--- src/hdl/ejs_pkg.sv ---
// ----------------------------------------------------------------------------
// EUC-JP segmenter package
// Shared types, byte-class constants and lead/trail classification helpers.
// ----------------------------------------------------------------------------
package ejs_pkg;

   localparam logic [7:0] ASCII_LIMIT = 8'h80;
   localparam logic [7:0] LEAD_SS2    = 8'h8E;
   localparam logic [7:0] LEAD_SS3    = 8'h8F;
   localparam logic [7:0] TRAIL_MIN   = 8'hA1;
   localparam logic [7:0] TRAIL_MAX   = 8'hFE;

   // Number of bytes a lead byte asks for; zero marks a byte that cannot lead.
   localparam logic [1:0] NEED_BAD    = 2'd0;
   localparam logic [1:0] NEED_ONE    = 2'd1;
   localparam logic [1:0] NEED_TWO    = 2'd2;
   localparam logic [1:0] NEED_THREE  = 2'd3;

   typedef enum logic [1:0] {
      S_IDLE = 2'b01,
      S_SCAN = 2'b10
   } state_type;

   // Decision of the segment decoder on the front of the byte buffer.
   typedef struct packed {
      logic        emit;
      logic        ok;
      logic [1:0]  len;
      logic [23:0] value;
   } seg_dec_type;

   // One result beat.
   typedef struct packed {
      logic        ok;
      logic [1:0]  len;
      logic [23:0] value;
      logic        run_end;
   } rsp_beat_type;

   function automatic logic trail_ok(input logic [7:0] c);
      return (c >= TRAIL_MIN) && (c <= TRAIL_MAX);
   endfunction

   function automatic logic [1:0] seg_need(input logic [7:0] c);
      logic [1:0] n;
      if (c < ASCII_LIMIT) begin
         n = NEED_ONE;
      end else if (c == LEAD_SS2 || trail_ok(c)) begin
         n = NEED_TWO;
      end else if (c == LEAD_SS3) begin
         n = NEED_THREE;
      end else begin
         n = NEED_BAD;
      end
      return n;
   endfunction

endpackage

--- src/hdl/ejs_seg_unit.sv ---
// ----------------------------------------------------------------------------
// EUC-JP segment decoder
// Classifies the segment at the front of a buffer of up to three bytes.
// ----------------------------------------------------------------------------
module ejs_seg_unit (
   input  logic [7:0]          byte0,
   input  logic [7:0]          byte1,
   input  logic [7:0]          byte2,
   input  logic [1:0]          count,
   input  logic                final_seen,
   output ejs_pkg::seg_dec_type dec
);

   logic [1:0] need;
   logic [1:0] lim;
   logic       bad_trail;
   logic [1:0] seg_len;

   always_comb begin
      need      = ejs_pkg::seg_need(byte0);
      lim       = (count < need) ? count : need;
      bad_trail = ((lim >= 2'd2) && !ejs_pkg::trail_ok(byte1)) ||
                  ((lim == 2'd3) && !ejs_pkg::trail_ok(byte2));
      dec.emit  = 1'b0;
      dec.ok    = 1'b0;
      seg_len   = 2'd1;

      if (count == 2'd0) begin
         dec.emit = 1'b0;
      end else if (need == ejs_pkg::NEED_BAD) begin
         dec.emit = 1'b1;
      end else if (need == ejs_pkg::NEED_ONE) begin
         dec.emit = 1'b1;
         dec.ok   = 1'b1;
      end else if (count < need && final_seen) begin
         // A short tail at the end of the string goes out whole.
         dec.emit = 1'b1;
         seg_len  = count;
      end else if (bad_trail) begin
         dec.emit = 1'b1;
      end else if (count < need) begin
         dec.emit = 1'b0;
      end else begin
         dec.emit = 1'b1;
         dec.ok   = 1'b1;
         seg_len  = need;
      end

      dec.len = seg_len;
      case (seg_len)
         2'd2:    dec.value = {8'h00, byte0, byte1};
         2'd3:    dec.value = {byte0, byte1, byte2};
         default: dec.value = {16'h0000, byte0};
      endcase
   end

endmodule

--- src/hdl/ejs_out_reg.sv ---
// ----------------------------------------------------------------------------
// EUC-JP segmenter output register
// Holds one result beat until the consumer takes it.
// ----------------------------------------------------------------------------
module ejs_out_reg (
   input  logic                  clock,
   input  logic                  reset,
   input  logic                  push,
   input  ejs_pkg::rsp_beat_type beat,
   output logic                  free,
   output logic                  rsp_valid,
   input  logic                  rsp_ready,
   output logic                  rsp_char_ok,
   output logic [1:0]            rsp_char_length,
   output logic [23:0]           rsp_char_value,
   output logic                  rsp_run_end
);

   logic                  valid_ff;
   logic                  valid_in;
   ejs_pkg::rsp_beat_type beat_ff;

   assign free     = !valid_ff || rsp_ready;
   assign valid_in = push ? 1'b1 : (valid_ff && !rsp_ready);

   always_ff @(posedge clock) begin
      if (reset) begin
         valid_ff <= 1'b0;
      end else begin
         valid_ff <= valid_in;
      end
   end

   always_ff @(posedge clock) begin
      if (push) begin
         beat_ff <= beat;
      end
   end

   assign rsp_valid       = valid_ff;
   assign rsp_char_ok     = beat_ff.ok;
   assign rsp_char_length = beat_ff.len;
   assign rsp_char_value  = beat_ff.value;
   assign rsp_run_end     = beat_ff.run_end;

endmodule

--- src/hdl/eucjp_char_segmenter_core.sv ---
// ----------------------------------------------------------------------------
// EUC-JP character segmenter core
// Cuts a byte stream into EUC-JP characters, invalid bytes and short tails.
// ----------------------------------------------------------------------------
// Sequence: a found segment is held pending until a further decoder pass pushes
//   it into the output register. Each byte is loaded in S_IDLE, then gets one
//   decoder pass per segment found and one closing pass; no new byte is taken
//   before the closing pass, and a full output register holds the passes.
// Reset: synchronous, active high; clears the hold, the sequencer and the
//   output valid. Held byte contents are not cleared.
// ----------------------------------------------------------------------------
module eucjp_char_segmenter_core (
   input  logic        clock,
   input  logic        reset,
   input  logic        req_valid,
   output logic        req_ready,
   input  logic [7:0]  req_data_byte,
   input  logic        req_final_byte,
   output logic        rsp_valid,
   input  logic        rsp_ready,
   output logic        rsp_char_ok,
   output logic [1:0]  rsp_char_length,
   output logic [23:0] rsp_char_value,
   output logic        rsp_run_end
);

   // Sequencer state. In S_IDLE the byte buffer holds the unfinished
   // character (count 0 to 2); in S_SCAN it holds up to three bytes that
   // the decoder walks through, one segment per pass.
   ejs_pkg::state_type state_ff, state_in;

   // Byte buffer, front byte first. The bytes are payload and are not reset.
   logic [7:0] byte0_ff, byte0_in;
   logic [7:0] byte1_ff, byte1_in;
   logic [7:0] byte2_ff, byte2_in;
   logic [1:0] count_ff, count_in;
   logic       fin_ff,   fin_in;

   // One segment is kept pending so that run_end can be set on it once
   // the next pass shows whether this byte gives any further segment.
   logic                 pend_vld_ff, pend_vld_in;
   ejs_pkg::seg_dec_type pend_ff,     pend_in;

   ejs_pkg::seg_dec_type  dec;
   ejs_pkg::rsp_beat_type beat;
   logic                  out_free;
   logic                  out_push;
   logic                  accept;
   logic                  advance;

   ejs_seg_unit u_seg (
      .byte0      (byte0_ff),
      .byte1      (byte1_ff),
      .byte2      (byte2_ff),
      .count      (count_ff),
      .final_seen (fin_ff),
      .dec        (dec)
   );

   assign req_ready = (state_ff == ejs_pkg::S_IDLE);
   assign accept    = req_valid && req_ready;

   // A decoder pass may proceed when there is no pending segment, or when
   // the output register can take the pending one this cycle.
   assign advance  = (state_ff == ejs_pkg::S_SCAN) && (!pend_vld_ff || out_free);
   assign out_push = advance && pend_vld_ff;

   // The pending beat closes the run when the decoder finds nothing more.
   assign beat.ok      = pend_ff.ok;
   assign beat.len     = pend_ff.len;
   assign beat.value   = pend_ff.value;
   assign beat.run_end = !dec.emit;

   always_comb begin
      state_in    = state_ff;
      byte0_in    = byte0_ff;
      byte1_in    = byte1_ff;
      byte2_in    = byte2_ff;
      count_in    = count_ff;
      fin_in      = fin_ff;
      pend_vld_in = pend_vld_ff;
      pend_in     = pend_ff;

      case (state_ff)
         ejs_pkg::S_IDLE: begin
            if (accept) begin
               // The new byte goes in behind the held ones.
               case (count_ff)
                  2'd0:    byte0_in = req_data_byte;
                  2'd1:    byte1_in = req_data_byte;
                  default: byte2_in = req_data_byte;
               endcase
               count_in = count_ff + 2'd1;
               fin_in   = req_final_byte;
               state_in = ejs_pkg::S_SCAN;
            end
         end
         ejs_pkg::S_SCAN: begin
            if (advance) begin
               if (dec.emit) begin
                  // Take the segment off the front of the buffer.
                  pend_vld_in = 1'b1;
                  pend_in     = dec;
                  count_in    = count_ff - dec.len;
                  case (dec.len)
                     2'd1: begin
                        byte0_in = byte1_ff;
                        byte1_in = byte2_ff;
                     end
                     2'd2: begin
                        byte0_in = byte2_ff;
                     end
                     default: begin
                        byte0_in = byte0_ff;
                     end
                  endcase
               end else begin
                  // Nothing more for this byte: whatever is left stays held.
                  pend_vld_in = 1'b0;
                  state_in    = ejs_pkg::S_IDLE;
               end
            end
         end
         default: begin
            state_in    = ejs_pkg::S_IDLE;
            pend_vld_in = 1'b0;
         end
      endcase
   end

   always_ff @(posedge clock) begin
      if (reset) begin
         state_ff    <= ejs_pkg::S_IDLE;
         count_ff    <= 2'd0;
         fin_ff      <= 1'b0;
         pend_vld_ff <= 1'b0;
      end else begin
         state_ff    <= state_in;
         count_ff    <= count_in;
         fin_ff      <= fin_in;
         pend_vld_ff <= pend_vld_in;
      end
   end

   always_ff @(posedge clock) begin
      byte0_ff <= byte0_in;
      byte1_ff <= byte1_in;
      byte2_ff <= byte2_in;
      pend_ff  <= pend_in;
   end

   ejs_out_reg u_out (
      .clock           (clock),
      .reset           (reset),
      .push            (out_push),
      .beat            (beat),
      .free            (out_free),
      .rsp_valid       (rsp_valid),
      .rsp_ready       (rsp_ready),
      .rsp_char_ok     (rsp_char_ok),
      .rsp_char_length (rsp_char_length),
      .rsp_char_value  (rsp_char_value),
      .rsp_run_end     (rsp_run_end)
   );

   // The hold between bytes never exceeds two bytes.
   a_hold_limit: assert property (@(posedge clock) disable iff (reset)
      (state_ff == ejs_pkg::S_IDLE) |-> (count_ff <= 2'd2))
      else $error("hold count exceeds two bytes");

   // The final byte of a string always drains the buffer completely.
   a_final_drains: assert property (@(posedge clock) disable iff (reset)
      (state_ff == ejs_pkg::S_IDLE && fin_ff) |-> (count_ff == 2'd0))
      else $error("bytes left held after the final byte");

   // No pending segment survives into the idle state.
   a_idle_no_pend: assert property (@(posedge clock) disable iff (reset)
      (state_ff == ejs_pkg::S_IDLE) |-> !pend_vld_ff)
      else $error("pending segment lost on return to idle");

   // A new result beat only comes from a decoder pass.
   a_beat_from_scan: assert property (@(posedge clock) disable iff (reset)
      $rose(rsp_valid) |-> ($past(state_ff) == ejs_pkg::S_SCAN))
      else $error("result beat raised outside a scan");

endmodule

--- config.mk ---
export PLATFORM = sky130hd
export DESIGN_NAME = eucjp_char_segmenter_core
export DESIGN_NICKNAME = d
export VERILOG_FILES = /design/src/hdl/ejs_pkg.sv /design/src/hdl/ejs_seg_unit.sv /design/src/hdl/ejs_out_reg.sv /design/src/hdl/eucjp_char_segmenter_core.sv
export SDC_FILE = /design/constraint.sdc
export NUM_CORES = 1
export LEC_CHECK = 0
export BUFFER_PORTS_ARGS = -buffer_cell sky130_fd_sc_hd__buf_2
export CAP_MARGIN = 30
export CORE_ASPECT_RATIO = 0.9
export CORE_MARGIN = 1.5
export CORE_UTILIZATION = 40
export CTS_CLUSTER_DIAMETER = 60
export CTS_CLUSTER_SIZE = 20
export DETAILED_ROUTE_END_ITERATION = 8
export GPL_TIMING_DRIVEN = 0
export PLACE_DENSITY = 0.67
export REMOVE_ABC_BUFFERS = 1
export SLEW_MARGIN = 15
export SYNTH_ARGS = -nofsm -noshare
export SYNTH_HDL_FRONTEND = slang
export SYNTH_SLANG_ARGS = --single-unit
--- constraint.sdc ---
create_clock -name clock -period 5 [get_ports clock]
set_input_delay 1 -clock clock [delete_from_list [all_inputs] [get_ports clock]]
set_output_delay 1 -clock clock [all_outputs]
set_load 0.02 [all_outputs]
==> results_dict.tcl <==
set metrics [dict create \
    final_layout_size_suffix_gt1_share_pct 22.8 \
    crit_path_start_kind "flop" \
    slowest_stage "edfxtp_1" \
    route.detailed.wl_per_inst_um 14.9 \
    clock-sinks 86 \
    fin_worst_skew_ns 0.00883 \
    grt_pass1_wl_mm 10.7 \
    critPathBufInv 2 \
    wl_mm 6.70 \
    clock_latency_ns 0.35 \
    slew_viol_final 0 \
    leakagePower_uw 0.00141 \
    synthTopCellsByCount "edfxtp_1 (79), nand2_1 (41), o21ai_0 (18)" \
    numCtsBuffers 9 \
    drtIter0Drc 166 \
    status "finished clean" \
    yosys.area.top_type "edfxtp_1" \
    reg2reg_setup_slack_ns 0.47 \
    finalCritPeriodShare_pct 90.7 \
    synth-async-reset-ratio_pct 0 \
    cts_tree "built" \
    worst-setup-path-type "flop to flop" \
    die_w_um 105 \
    tns_ns 0 \
    cap_violations 0 \
    place_congestion 0.858 \
    synthCells 280 \
    fin_nets 341 \
    drc_errors 0 \
    synth_top_area_share_pct 63.8 \
    max_slew_margin_pct 44.9 \
    synth_area_leaders "edfxtp_1 (64%), nand2_1 (4.1%), dfxtp_1 (3.8%)" \
    core_area_mm2 0.00908 \
    syn_area_mm2 0.00372 \
    placementRows 33 \
    fin_crit_ns 4.53 \
    cp.arrival_ns 4.77 \
    setup_violations 0 \
    clock.fmax_ghz 0.221 \
    cts_root_buf "clkbuf_8" \
    dieArea_mm2 0.00988 \
    cts.path.max_buffers 2 \
    power_density_mw_per_mm2 319 \
    initial_core_util_pct 40.9 \
    postLayoutCoreUtil_pct 46.9 \
    dp_hpwl_mm 4.75 \
    synth.most_common_cell "edfxtp_1" \
    cpMostUsedCell "ha_1" \
    fill_cells 838 \
    rsz0062_at_grt "no" \
    cts_setup_buffers 0 \
    ys_seq_elements 86 \
    r2r-end "count_ff[1]$_SDFFE_PP0P_" \
    critPathTopFamily "simple AND/OR/NAND/NOR gates" \
    clkTransAtPathRegs_ns 0.08 \
    n_antenna_cell 0 \
    syn_area_per_cell_um2 13.3 \
    ir_worst_vdd_mv 0.121 \
    cts-htree-levels 3 \
    total_power_uw 1360 \
    ios 43 \
    hold_viol 0 \
    area_delta_synth_final_pct 14.5 \
    vias 2301 \
    critPathCaptureType "flop" \
    die-height_um 94.5 \
    synthFlopType "edfxtp_1" \
    io_buffers 42 \
    post_drt_via_cell_ratio 5.10 \
    drt_first_pass_iters 5 \
    gr-total-overflow 0 \
    path_cells "nor3_1 -> a32o_1 -> inv_1 -> ha_1 -> o21ai_0 -> nand2b_1 -> and2_1 -> a21oi_4 -> nor2_4 -> buf_8 -> nand2_1 -> ha_1 -> nor3b_1 -> mux2_2 -> nor4b_2 -> mux2_1" \
    hold_class "flop to flop" \
    reg2reg_depth 16 \
    yosysWarnings 0 \
    grt_use_total_pct 14.1 \
    antenna_found_initial 0 \
    slowest_delay_ns 0.49 \
    synth-edff-count 79 \
    grt_pass1_vias 2117 \
    worst_pin_slew_ns 0.827 \
    ant_nets 0 \
    hp-start "beat[26]$_DFFE_PP_" \
    whs_endpoint "u_out.rsp_char_length[1]$_DFFE_PP_" \
    crit_path_max_fanout 17 \
    yosysSeqAreaShare_pct 67.6 \
    required_ns 5.24 \
    holdPathStages 0 \
    yosys.cell_types.count 47 \
    grt_max_degree 29 \
    reg2reg_from "byte0_ff[4]$_DFFE_PP_" \
]
## per-stage QoR
stage / area, um^2 / std cells / hold slack (ns) / setup WS [ns]
final: 4260 / 451 / 0.420 / 0.467
after global routing: 4260 / 451 / 0.426 / 0.165
after CTS: 4250 / 451 / 0.422 / 0.236
after detailed placement: 4080 / 436 / 0.405 / 0.260
after global placement: 4030 / 432 / 0.406 / 0.158
after floorplan: 3660 / 268 / 0.400 / 0.800
## final cells by class
type	count	area, um^2	share of cell area [%]
clock buffer	9	124	2.91
clock inverter	6	40.0	0.940
inverter	8	30.0	0.705
multi-input combinational	174	1140	26.8
sequential	86	2510	59.0
tap	122	153	3.59
timing repair buffer	46	259	6.08
## worst max-delay path by stage
stage	from	endpoint	slack [ns]	depth (start not counted)
2_1_floorplan	byte0_ff[4]$_DFFE_PP_	count_ff[1]$_SDFFE_PP0P_	0.80	15
3_3_place_gp	byte0_ff[4]$_DFFE_PP_	count_ff[1]$_SDFFE_PP0P_	0.16	15
3_5_place_dp	byte0_ff[4]$_DFFE_PP_	count_ff[1]$_SDFFE_PP0P_	0.26	16
4_1_cts	byte0_ff[4]$_DFFE_PP_	count_ff[1]$_SDFFE_PP0P_	0.24	16
5_1_grt	byte0_ff[4]$_DFFE_PP_	count_ff[1]$_SDFFE_PP0P_	0.17	16
6_report	byte0_ff[4]$_DFFE_PP_	count_ff[1]$_SDFFE_PP0P_	0.47	16
## sequential cells by signal, summed over array words and instances (netlist names), 2 cells and up
name	cells
byte0_ff	8
beat	27
count_ff	2
byte1_ff	8
byte2_ff	8
u_out.rsp_char_value	24
state_ff	2
u_out.rsp_char_length	2
## repair_timing
item                       CTS  global route
resized for setup            0             2
setup endpoints to repair    0             1
hold buffers                 0             0
## cells by family after synthesis
group                      after synthesis  synth area share [%]
adders and majority gates                3                  1.01
muxes                                   10                  2.76
DFF                                     86                  67.6
AOI/OAI and AO/OA                       64                  13.0
buffers and inverters                   20                  2.32
and+or+nand+nor                         97                  13.3
## where the power goes
part / switching (uW) / internal [uW]
Combinational: 82.5 / 44.3
Sequential: 21.6 / 803
Clock: 229 / 176
## cell usage in the layout, fill, tap and decap left out, types with 2 or more instances in the layout
cell type	Yosys	final
inv_1	8	8
nand2b_1	4	4
nand4_1	6	6
or4_1	2	2
buf_2	3	42
a21oi_1	11	11
a211oi_1	9	9
nand3_1	2	2
clkinv_4	0	3
a21o_1	2	2
o2111ai_2	2	2
mux2i_1	8	8
ha_1	3	3
nor3_1	4	4
dfxtp_1	7	7
a22o_1	7	7
nor2b_1	6	6
o211ai_1	2	2
a31oi_1	2	2
buf_8	0	2
nand2_1	41	41
nor2_1	14	13
clkbuf_8	0	9
edfxtp_1	79	79
and3_1	10	10
o21ai_0	18	18
clkinv_2	0	2
nor2_4	1	3
## routing by layer
metal / wire, um / track usage, % / vias up
met1: 3140 / 18.6 / 1069
met3: 349 / 3.59 / 10
li1: - / - / 1153
met4: 106 / 5.25 / 0
met2: 3100 / 22.8 / 69
met5: 0 / 0 / -
No activity file was read; power rests on OpenSTA's default activity.
